### src/hdl/chmn_pkg.sv
// Shared constants for the per-channel max normalizer.
// No dependencies; used by the top level and its checker.
package chmn_pkg;

  localparam int CHANNEL_BITS = 16;
  localparam int LANES        = 4;
  localparam int DATA_W       = LANES * CHANNEL_BITS;
  localparam int USER_W       = 2;
  localparam int CNT_W        = $clog2(CHANNEL_BITS);

  // tuser bit positions on the input side
  localparam int USER_OP    = 0;
  localparam int USER_FIRST = 1;

  localparam logic [CHANNEL_BITS-1:0] FULL = {CHANNEL_BITS{1'b1}};

  typedef logic [CHANNEL_BITS-1:0] chan_t;

endpackage

### src/hdl/channel_max_normalize_top.sv
// Per-channel max normalizer: measure beats track four channel peaks,
// normalize beats divide each channel by its peak. Depends on chmn_pkg.
// Sequence: a measure beat returns no result; a normalize beat goes
//   through one set-up state, then the four restoring divider lanes make
//   one quotient bit per cycle, then a done state loads the output register.
// Throughput: no new beat is taken until a normalize beat's result is
//   loaded into the output register, which waits while a result beat
//   stalls; one measure beat per cycle while no normalize beat is in flight.
// Reset: rst_n synchronous, clears all peaks to zero and empties the output.
module channel_max_normalize_top (
  input  logic                        clk,
  input  logic                        rst_n,
  input  logic                        in_tvalid,
  output logic                        in_tready,
  // fields from bit 0: red_in, green_in, blue_in, alpha_in
  input  logic [chmn_pkg::DATA_W-1:0] in_tdata,
  // fields from bit 0: operation, first_of_image
  input  logic [chmn_pkg::USER_W-1:0] in_tuser,
  output logic                        out_tvalid,
  input  logic                        out_tready,
  // fields from bit 0: red_out, green_out, blue_out, alpha_out
  output logic [chmn_pkg::DATA_W-1:0] out_tdata
);
  import chmn_pkg::*;

  localparam logic [1:0] ST_IDLE  = 2'd0;
  localparam logic [1:0] ST_SETUP = 2'd1;
  localparam logic [1:0] ST_DIV   = 2'd2;
  localparam logic [1:0] ST_DONE  = 2'd3;

  logic [1:0]       state_r, state_nxt;
  logic [CNT_W-1:0] cnt_r, cnt_nxt;

  chan_t peak_r [LANES];
  chan_t peak_nxt [LANES];
  chan_t smp_r [LANES];
  chan_t smp_nxt [LANES];
  chan_t rem_r [LANES];
  chan_t rem_nxt [LANES];
  chan_t dvd_r [LANES];
  chan_t dvd_nxt [LANES];
  chan_t quo_r [LANES];
  chan_t quo_nxt [LANES];
  logic [LANES-1:0] zero_r, zero_nxt;
  logic [LANES-1:0] sat_r, sat_nxt;

  logic              out_tvalid_r, out_tvalid_nxt;
  logic [DATA_W-1:0] out_tdata_r, out_tdata_nxt;

  logic in_beat;
  logic out_free;
  logic [2*CHANNEL_BITS-1:0] prod;
  logic [CHANNEL_BITS:0]     trial;
  logic [CHANNEL_BITS:0]     diff;
  chan_t                     res;

  assign in_tready  = (state_r == ST_IDLE);
  assign in_beat    = in_tvalid && in_tready;
  assign out_free   = !out_tvalid_r || out_tready;
  assign out_tvalid = out_tvalid_r;
  assign out_tdata  = out_tdata_r;

  always_comb begin
    state_nxt      = state_r;
    cnt_nxt        = cnt_r;
    zero_nxt       = zero_r;
    sat_nxt        = sat_r;
    out_tvalid_nxt = out_tvalid_r;
    out_tdata_nxt  = out_tdata_r;
    prod           = '0;
    trial          = '0;
    diff           = '0;
    res            = '0;
    for (int i = 0; i < LANES; i++) begin
      peak_nxt[i] = peak_r[i];
      smp_nxt[i]  = smp_r[i];
      rem_nxt[i]  = rem_r[i];
      dvd_nxt[i]  = dvd_r[i];
      quo_nxt[i]  = quo_r[i];
    end

    if (out_tvalid_r && out_tready) begin
      out_tvalid_nxt = 1'b0;
    end

    case (state_r)
      ST_IDLE: begin
        if (in_beat) begin
          for (int i = 0; i < LANES; i++) begin
            smp_nxt[i] = in_tdata[i*CHANNEL_BITS +: CHANNEL_BITS];
            if (!in_tuser[USER_OP] &&
                (in_tuser[USER_FIRST] || smp_nxt[i] > peak_r[i])) begin
              peak_nxt[i] = smp_nxt[i];
            end
          end
          if (in_tuser[USER_OP]) begin
            state_nxt = ST_SETUP;
          end
        end
      end
      ST_SETUP: begin
        // form sample * FULL as (sample << CHANNEL_BITS) - sample
        for (int i = 0; i < LANES; i++) begin
          prod        = {smp_r[i], {CHANNEL_BITS{1'b0}}} - {{CHANNEL_BITS{1'b0}}, smp_r[i]};
          rem_nxt[i]  = prod[2*CHANNEL_BITS-1:CHANNEL_BITS];
          dvd_nxt[i]  = prod[CHANNEL_BITS-1:0];
          quo_nxt[i]  = '0;
          zero_nxt[i] = (peak_r[i] == '0);
          sat_nxt[i]  = (smp_r[i] >= peak_r[i]);
        end
        cnt_nxt   = CNT_W'(CHANNEL_BITS - 1);
        state_nxt = ST_DIV;
      end
      ST_DIV: begin
        // one restoring step per lane: shift in a dividend bit, try subtract
        for (int i = 0; i < LANES; i++) begin
          trial = {rem_r[i], dvd_r[i][CHANNEL_BITS-1]};
          diff  = trial - {1'b0, peak_r[i]};
          if (!diff[CHANNEL_BITS]) begin
            rem_nxt[i] = diff[CHANNEL_BITS-1:0];
          end else begin
            rem_nxt[i] = trial[CHANNEL_BITS-1:0];
          end
          dvd_nxt[i] = {dvd_r[i][CHANNEL_BITS-2:0], 1'b0};
          quo_nxt[i] = {quo_r[i][CHANNEL_BITS-2:0], !diff[CHANNEL_BITS]};
        end
        cnt_nxt = cnt_r - 1'b1;
        if (cnt_r == '0) begin
          state_nxt = ST_DONE;
        end
      end
      ST_DONE: begin
        // hold the quotients until the output register frees up
        if (out_free) begin
          for (int i = 0; i < LANES; i++) begin
            if (zero_r[i]) begin
              res = '0;
            end else if (sat_r[i]) begin
              res = FULL;
            end else begin
              res = quo_r[i];
            end
            out_tdata_nxt[i*CHANNEL_BITS +: CHANNEL_BITS] = res;
          end
          out_tvalid_nxt = 1'b1;
          state_nxt      = ST_IDLE;
        end
      end
      default: begin
        state_nxt = ST_IDLE;
      end
    endcase
  end

  always_ff @(posedge clk) begin
    if (!rst_n) begin
      state_r      <= ST_IDLE;
      cnt_r        <= '0;
      out_tvalid_r <= 1'b0;
      for (int i = 0; i < LANES; i++) begin
        peak_r[i] <= '0;
      end
    end else begin
      state_r      <= state_nxt;
      cnt_r        <= cnt_nxt;
      out_tvalid_r <= out_tvalid_nxt;
      for (int i = 0; i < LANES; i++) begin
        peak_r[i] <= peak_nxt[i];
      end
    end
  end

  always_ff @(posedge clk) begin
    out_tdata_r <= out_tdata_nxt;
    zero_r      <= zero_nxt;
    sat_r       <= sat_nxt;
    for (int i = 0; i < LANES; i++) begin
      smp_r[i] <= smp_nxt[i];
      rem_r[i] <= rem_nxt[i];
      dvd_r[i] <= dvd_nxt[i];
      quo_r[i] <= quo_nxt[i];
    end
  end

endmodule

### config.mk
export PLATFORM = sky130hd
export DESIGN_NAME = channel_max_normalize_top
export DESIGN_NICKNAME = d
export VERILOG_FILES = /design/src/hdl/chmn_pkg.sv /design/src/hdl/channel_max_normalize_top.sv
export SDC_FILE = /design/constraint.sdc
export NUM_CORES = 1
export LEC_CHECK = 0
export ABC_AREA = 1
export ABC_CLOCK_PERIOD_IN_PS = 7300
export BUFFER_PORTS_ARGS = -buffer_cell sky130_fd_sc_hd__buf_4
export CAP_MARGIN = 30
export CORE_MARGIN = 10
export CORE_UTILIZATION = 33
export CTS_CLUSTER_SIZE = 30
export DETAILED_ROUTE_END_ITERATION = 16
export SYNTH_ARGS = -nofsm -noshare
export SYNTH_HDL_FRONTEND = slang
export SYNTH_SLANG_ARGS = --single-unit
export TNS_END_PERCENT = 100
### constraint.sdc
create_clock -name clk -period 7.3 [get_ports clk]
set_clock_uncertainty 0.15 [all_clocks]
set_input_delay 0.365 -clock clk [delete_from_list [all_inputs] [get_ports clk]]
set_output_delay 0.365 -clock clk [all_outputs]
set_load 0.03 [all_outputs]
; ---- Word-level counts from Yosys, hierarchy flattened
; Memory sizes are Yosys's and may differ from the RTL's.
; Index checks and enable logic that the tools add are counted.
[totals]
ff_bits = 79
mem_bits_rw = 320
out_inout_bits = 66
elab_cells = 102
n_memories = 5
[memory_table]
columns = memory, depth, width, read_ports, rd_clocked_by_memory_dff, write_ports, line_no
row1 = dvd_r, 4, 16, 4, 0, 4, channel_max_normalize_top.sv:40  ; chan_t dvd_r [LANES];
row2 = peak_r, 4, 16, 4, 0, 4, channel_max_normalize_top.sv:34  ; chan_t peak_r [LANES];
row3 = quo_r, 4, 16, 4, 0, 4, channel_max_normalize_top.sv:42  ; chan_t quo_r [LANES];
row4 = rem_r, 4, 16, 4, 0, 4, channel_max_normalize_top.sv:38  ; chan_t rem_r [LANES];
row5 = smp_r, 4, 16, 4, 0, 4, channel_max_normalize_top.sv:36  ; chan_t smp_r [LANES];
[op_classes]
n_addsub = 9
order_cmp = 8
n_eq_ne = 7
mux = 34
bitwise_logic = 4
reduce_logical = 26
[op_table]
columns = operator, count
row1 = one-hot mux 64 bit (2 select lines), 3
row2 = 2-to-1 mux 16 bit, 16
row3 = 2-to-1 mux 64 bit, 4
row4 = subtractor 32 x 16 -> 32 bit, 4
row5 = subtractor 17 x 16 -> 17 bit, 4
row6 = >= comparator 16 bit, 4
row7 = > comparator 16 bit, 4
row8 = zero test 16 bit, 4
row9 = 2-to-1 mux 2 bit, 4
row10 = one-hot mux 2 bit (4 select lines), 1
row11 = one-hot mux 4 bit (2 select lines), 1
row12 = logical AND 1 bit, 6
row13 = zero test 1 bit, 6
row14 = logical OR 1 bit, 5
row15 = 2-to-1 mux 1 bit, 5
row16 = equality test 2 bit (second input constant), 2
row17 = zero test 4 bit, 1
row18 = != test 2 x 1 -> 1 bit (second input constant), 2
row19 = != test 2 bit (second input constant), 2
row20 = OR 1 bit, 4
row21 = AND reduction 4 bit, 1
row22 = subtractor 4 x 1 -> 4 bit (second input constant), 1
row23 = equality test 2 x 1 -> 1 bit (second input constant), 1
row24 = zero test 2 bit, 1
row25 = other kinds (2), 2

; ---- Logic depth before layout (Yosys ltp)
[logic_depth]
word_depth = 7
depth_mapped = 17
mapped_depth_nobuf = 16

; ---- Worst setup path after synthesis
; Ideal clock, no wire load.
[synth_timing]
kind = reg2reg
startpoint = register state_r[0]
endpoint = register cnt_r[3]
setup_ns = 0.085
arrival_time_ns = 5.643
required_time_ns = 7.065
setup_slack_ns = 1.422
path_stages_with_launch = 8
path_buffers = 0
period_less_slack_ns = 5.878
cell_sequence = dfxtp_1 > inv_1 > ha_1 > inv_1 > nor2_1 > nand2_1 > or2_2 > a31oi_1
[synth_via]
elab_chain_len = 2
elab_cells_between_ends = 4
[synth_lines]
columns = element, line_no
row1 = "start, declared", channel_max_normalize_top.sv:31  ; logic [1:0] state_r, state_nxt;
row2 = "start signal, assigned", channel_max_normalize_top.sv:164  ; state_r <= state_nxt;
row3 = equality test 2 bit / equality test 2 x 1 -> 1 bit (equally long branches), channel_max_normalize_top.sv:86  ; case (state_r)
row4 = one-hot mux 4 bit (2 select lines) / nonzero test 2 bit (equally long branches), --
row5 = "end signal, assigned", channel_max_normalize_top.sv:165  ; cnt_r <= cnt_nxt;
row6 = "end, declared", channel_max_normalize_top.sv:32  ; logic [CNT_W-1:0] cnt_r, cnt_nxt;
; Parallel ways exist; a longest one is shown, timed or not.
; A chain may end at the register's enable or synchronous reset.

==> metrics <==
status completed; Hold WC Path Type in -> reg; Crit. End Element flop; synthesized instance count 3150; WHS 0.132 ns; RSZ-0062 raised after global routing no; final hold vios 0; core area 0.0748 mm2; GPL Wtd Cong 0.882; die width 296 um; top-area cell type share of the netlist area 39.3%; syn_nets 3425; Clock Path Buffers 3; Worst-path clk slew 0.06 ns; vias 20800; synthesized area per cell 7.96 um2; area leader, netlist edfxtp_1; top post-synthesis cells by area edfxtp_1 (39%), nand2_1 (11%), ha_1 (10%); Pins Over Slew Limit 0; highest clock rate 314 MHz; EDFF count, synth 328; initial antenna violation count 2; row count 100; critical path fanouts, max 12; main flop type after synthesis edfxtp_1; Final Net Count 3598; end of the worst hold path state_r[0]$_SDFFE_PN0P_; DRT Wirelength 66400 um; Congestion Overflow GR 0; Least-Margin Pin Slew 1.00 ns; R2R cell count 13; DP Wirelength 48800 um; max_slew headroom 33.0%; Routed Antenna Nets 0; flop-to-flop setup slack 4.12 ns; htree depth 2; IO buf count 135; Worst EP required 7.48 ns; Inserted Clock Buffers 48; Hold Startpoint in_tvalid; die area 0.0874 mm2; static leakage 13.1 nW; TritonCTS clock tree built; WL/cell 15.3 um; pin count of the biggest net entering global routing 94; clk_lat worst skew 0.62 ns; routed vias/inst 4.80; P&R area growth vs syn 17.1%; fin crit period 3.18 ns; fin crit share 43.6%; CP Launch Type flop; clk root buf clkbuf_16; Yosys cell types 43; Setup-failing EPs final 0; fillers 7639; Cell Area, Synth 0.0251 mm2; clk sinks 399; worst vdd ir 0.258 mV; first-pass GRT wire length 107000 um; Iter 0 DRT Violations 1320; max-cap violations 0; area occupied by multi-input gates 0.0118 mm2; die height 296 um; Crit Path Class reg -> reg; vias in the first global route 20000; Seq. cell area 0.0113 mm2; Yosys reg bits 399; Post-CTS Setup Inserts 0; IO Pins 136; Arrival @ worst endpoint 3.36 ns; share of cells above drive strength 1 8.39%; Pwr per Cell Area 418 mW/mm2; first-pass iteration count of the detailed router 5; Ys Warns 0; RR Startpoint peak_r[3][0]$_SDFFE_PN0P_; Seq/Total Area, Yosys 45.0%; RR Endpoint rem_r[3][9]$_DFFE_PP_; DR DRC count 0; GR Util All Layers 15.0%; Initial Utilization 33.5%; Post-synth ARST share 0%; hold path depth 6; setup TNS 0 ns
-- cells in the mapped netlist, types with 8 or more instances --
cell        n
a21oi_1   211
nand3b_1   15
nand3_1   292
a31oi_1     9
nor4_1     12
dfxtp_1    71
nand2_2    17
edfxtp_1  328
nor2_1    400
clkbuf_1   54
nand4_1    35
inv_2       8
buf_2      21
o31ai_1    12
ha_1      201
nor2_2      9
o21ai_0   123
xor2_1     15
xnor2_1    31
inv_1     424
nand2_1   766
o211ai_1    9
buf_1       9
nor3_1     27
-- registers in the layout (all words and copies together), names as in the netlist --
register,count
quo_r,64
zero_r,4
out_tdata,64
dvd_r,64
cnt_r,4
peak_r,64
smp_r,64
sat_r,4
rem_r,64
state_r,2
out_tvalid,1
-- metal layers --
metal	part of all wire [%]	vias to the layer above	global-route usage, %
met5	0	-	0
li1	-	10800	-
met2	45	426	24.4
met4	2.1	0	3.76
met1	48	9494	20.5
met3	5.1	95	2.22
-- critical path, stage by stage, from the launching register on --
cell,delay (ns)
dfxtp_1,0.41
ha_1,0.21
inv_1,0.08
fa_1,0.42
nand3_1,0.11
nand2_2,0.08
nand2_1,0.08
nand2_2,0.08
nand2_1,0.11
nand3_1,0.47
nand2_2,0.47
nand2_1,0.11
nand3_1,0.09
nand2_1,0.06
-- cell type report --
| class | instances | area share (%) |
|---|---|---|
| Multi-Input combinational cell | 2225 | 40.1 |
| Clock buffer | 61 | 4.43 |
| Sequential cell | 399 | 38.4 |
| Timing Repair Buffer | 217 | 6.35 |
| Antenna cell | 1 | 0.00853 |
| Clock inverter | 27 | 0.989 |
| Inverter | 432 | 5.53 |
| Tap cell | 969 | 4.13 |
-- how the worst max path moves through the flow --
stage | depth (start not counted) | end | slack (ns) | startpoint
after global placement | 13 | rem_r[3][15]$_DFFE_PP_ | 4.25 | peak_r[3][0]$_SDFFE_PN0P_
after global routing | 13 | rem_r[3][0]$_DFFE_PP_ | 3.99 | peak_r[3][0]$_SDFFE_PN0P_
after floorplan | 7 | cnt_r[3]$_SDFFE_PN0P_ | 1.42 | state_r[0]$_SDFFE_PN0P_
after CTS | 13 | rem_r[3][15]$_DFFE_PP_ | 4.18 | peak_r[3][0]$_SDFFE_PN0P_
after detailed placement | 13 | rem_r[3][15]$_DFFE_PP_ | 4.18 | peak_r[3][0]$_SDFFE_PN0P_
final | 13 | rem_r[3][9]$_DFFE_PP_ | 4.12 | peak_r[3][0]$_SDFFE_PN0P_
-- power breakdown --
| group | total (mW) | internal (mW) | switching (mW) |
|---|---|---|---|
| clock network | 2.40 | 1.38 | 1.02 |
| logic | 5.60 | 1.90 | 3.70 |
| registers | 4.26 | 3.70 | 0.555 |
| total | 12.3 | 6.99 | 5.27 |
-- layout by cell type, fill, tap and decap left out, types with 17 or more instances in the layout --
cell           netlist  final
dfxtp_1             71     71
nand3_1            292    292
nor2_1             400    399
clkbuf_16            0     49
dlygate4sd3_1        0     65
o21ai_0            123    123
a21oi_1            211    210
nor3_1              27     27
nand4_1             35     35
nand2_2             17     17
buf_4                5    145
inv_1              424    422
ha_1               201    199
edfxtp_1           328    328
nand2_1            766    766
xnor2_1             31     31
-- cell families (layout without fill, tap and decap cells) --
logic type	Yosys count	after routing	synth area share (%)
buf+inv	526	737	8.19
simple gates	1593	1593	26.8
compound gates	381	381	8.03
fa+ha+maj	205	205	10.4
xor+xnor	46	46	1.61
flops	399	399	45.0
other cells	0	1	0
-- through the flow --
stage | setup slack [ns] | cells | power, mW | instance area [um2] | util (%)
floorplan | 1.42 | 3150 | 8.47 | 25100 | -
global placement | 4.25 | 4170 | 9.79 | 27000 | 36.1
detailed placement | 4.18 | 4175 | 9.85 | 27100 | 36.2
CTS | 4.18 | 4328 | 12.3 | 29300 | 39.2
global route | 3.99 | 4331 | 13.4 | 29300 | 39.2
finish | 4.12 | 4331 | 12.3 | 29300 | 39.2
-- what timing repair did --
item,in CTS,in global routing
setup endpoints to repair,0,0
hold buffers,65,0
gates resized for setup,0,0
hold endpoints to repair,127,0
Note: power is estimated with default switching activity, not from simulation.
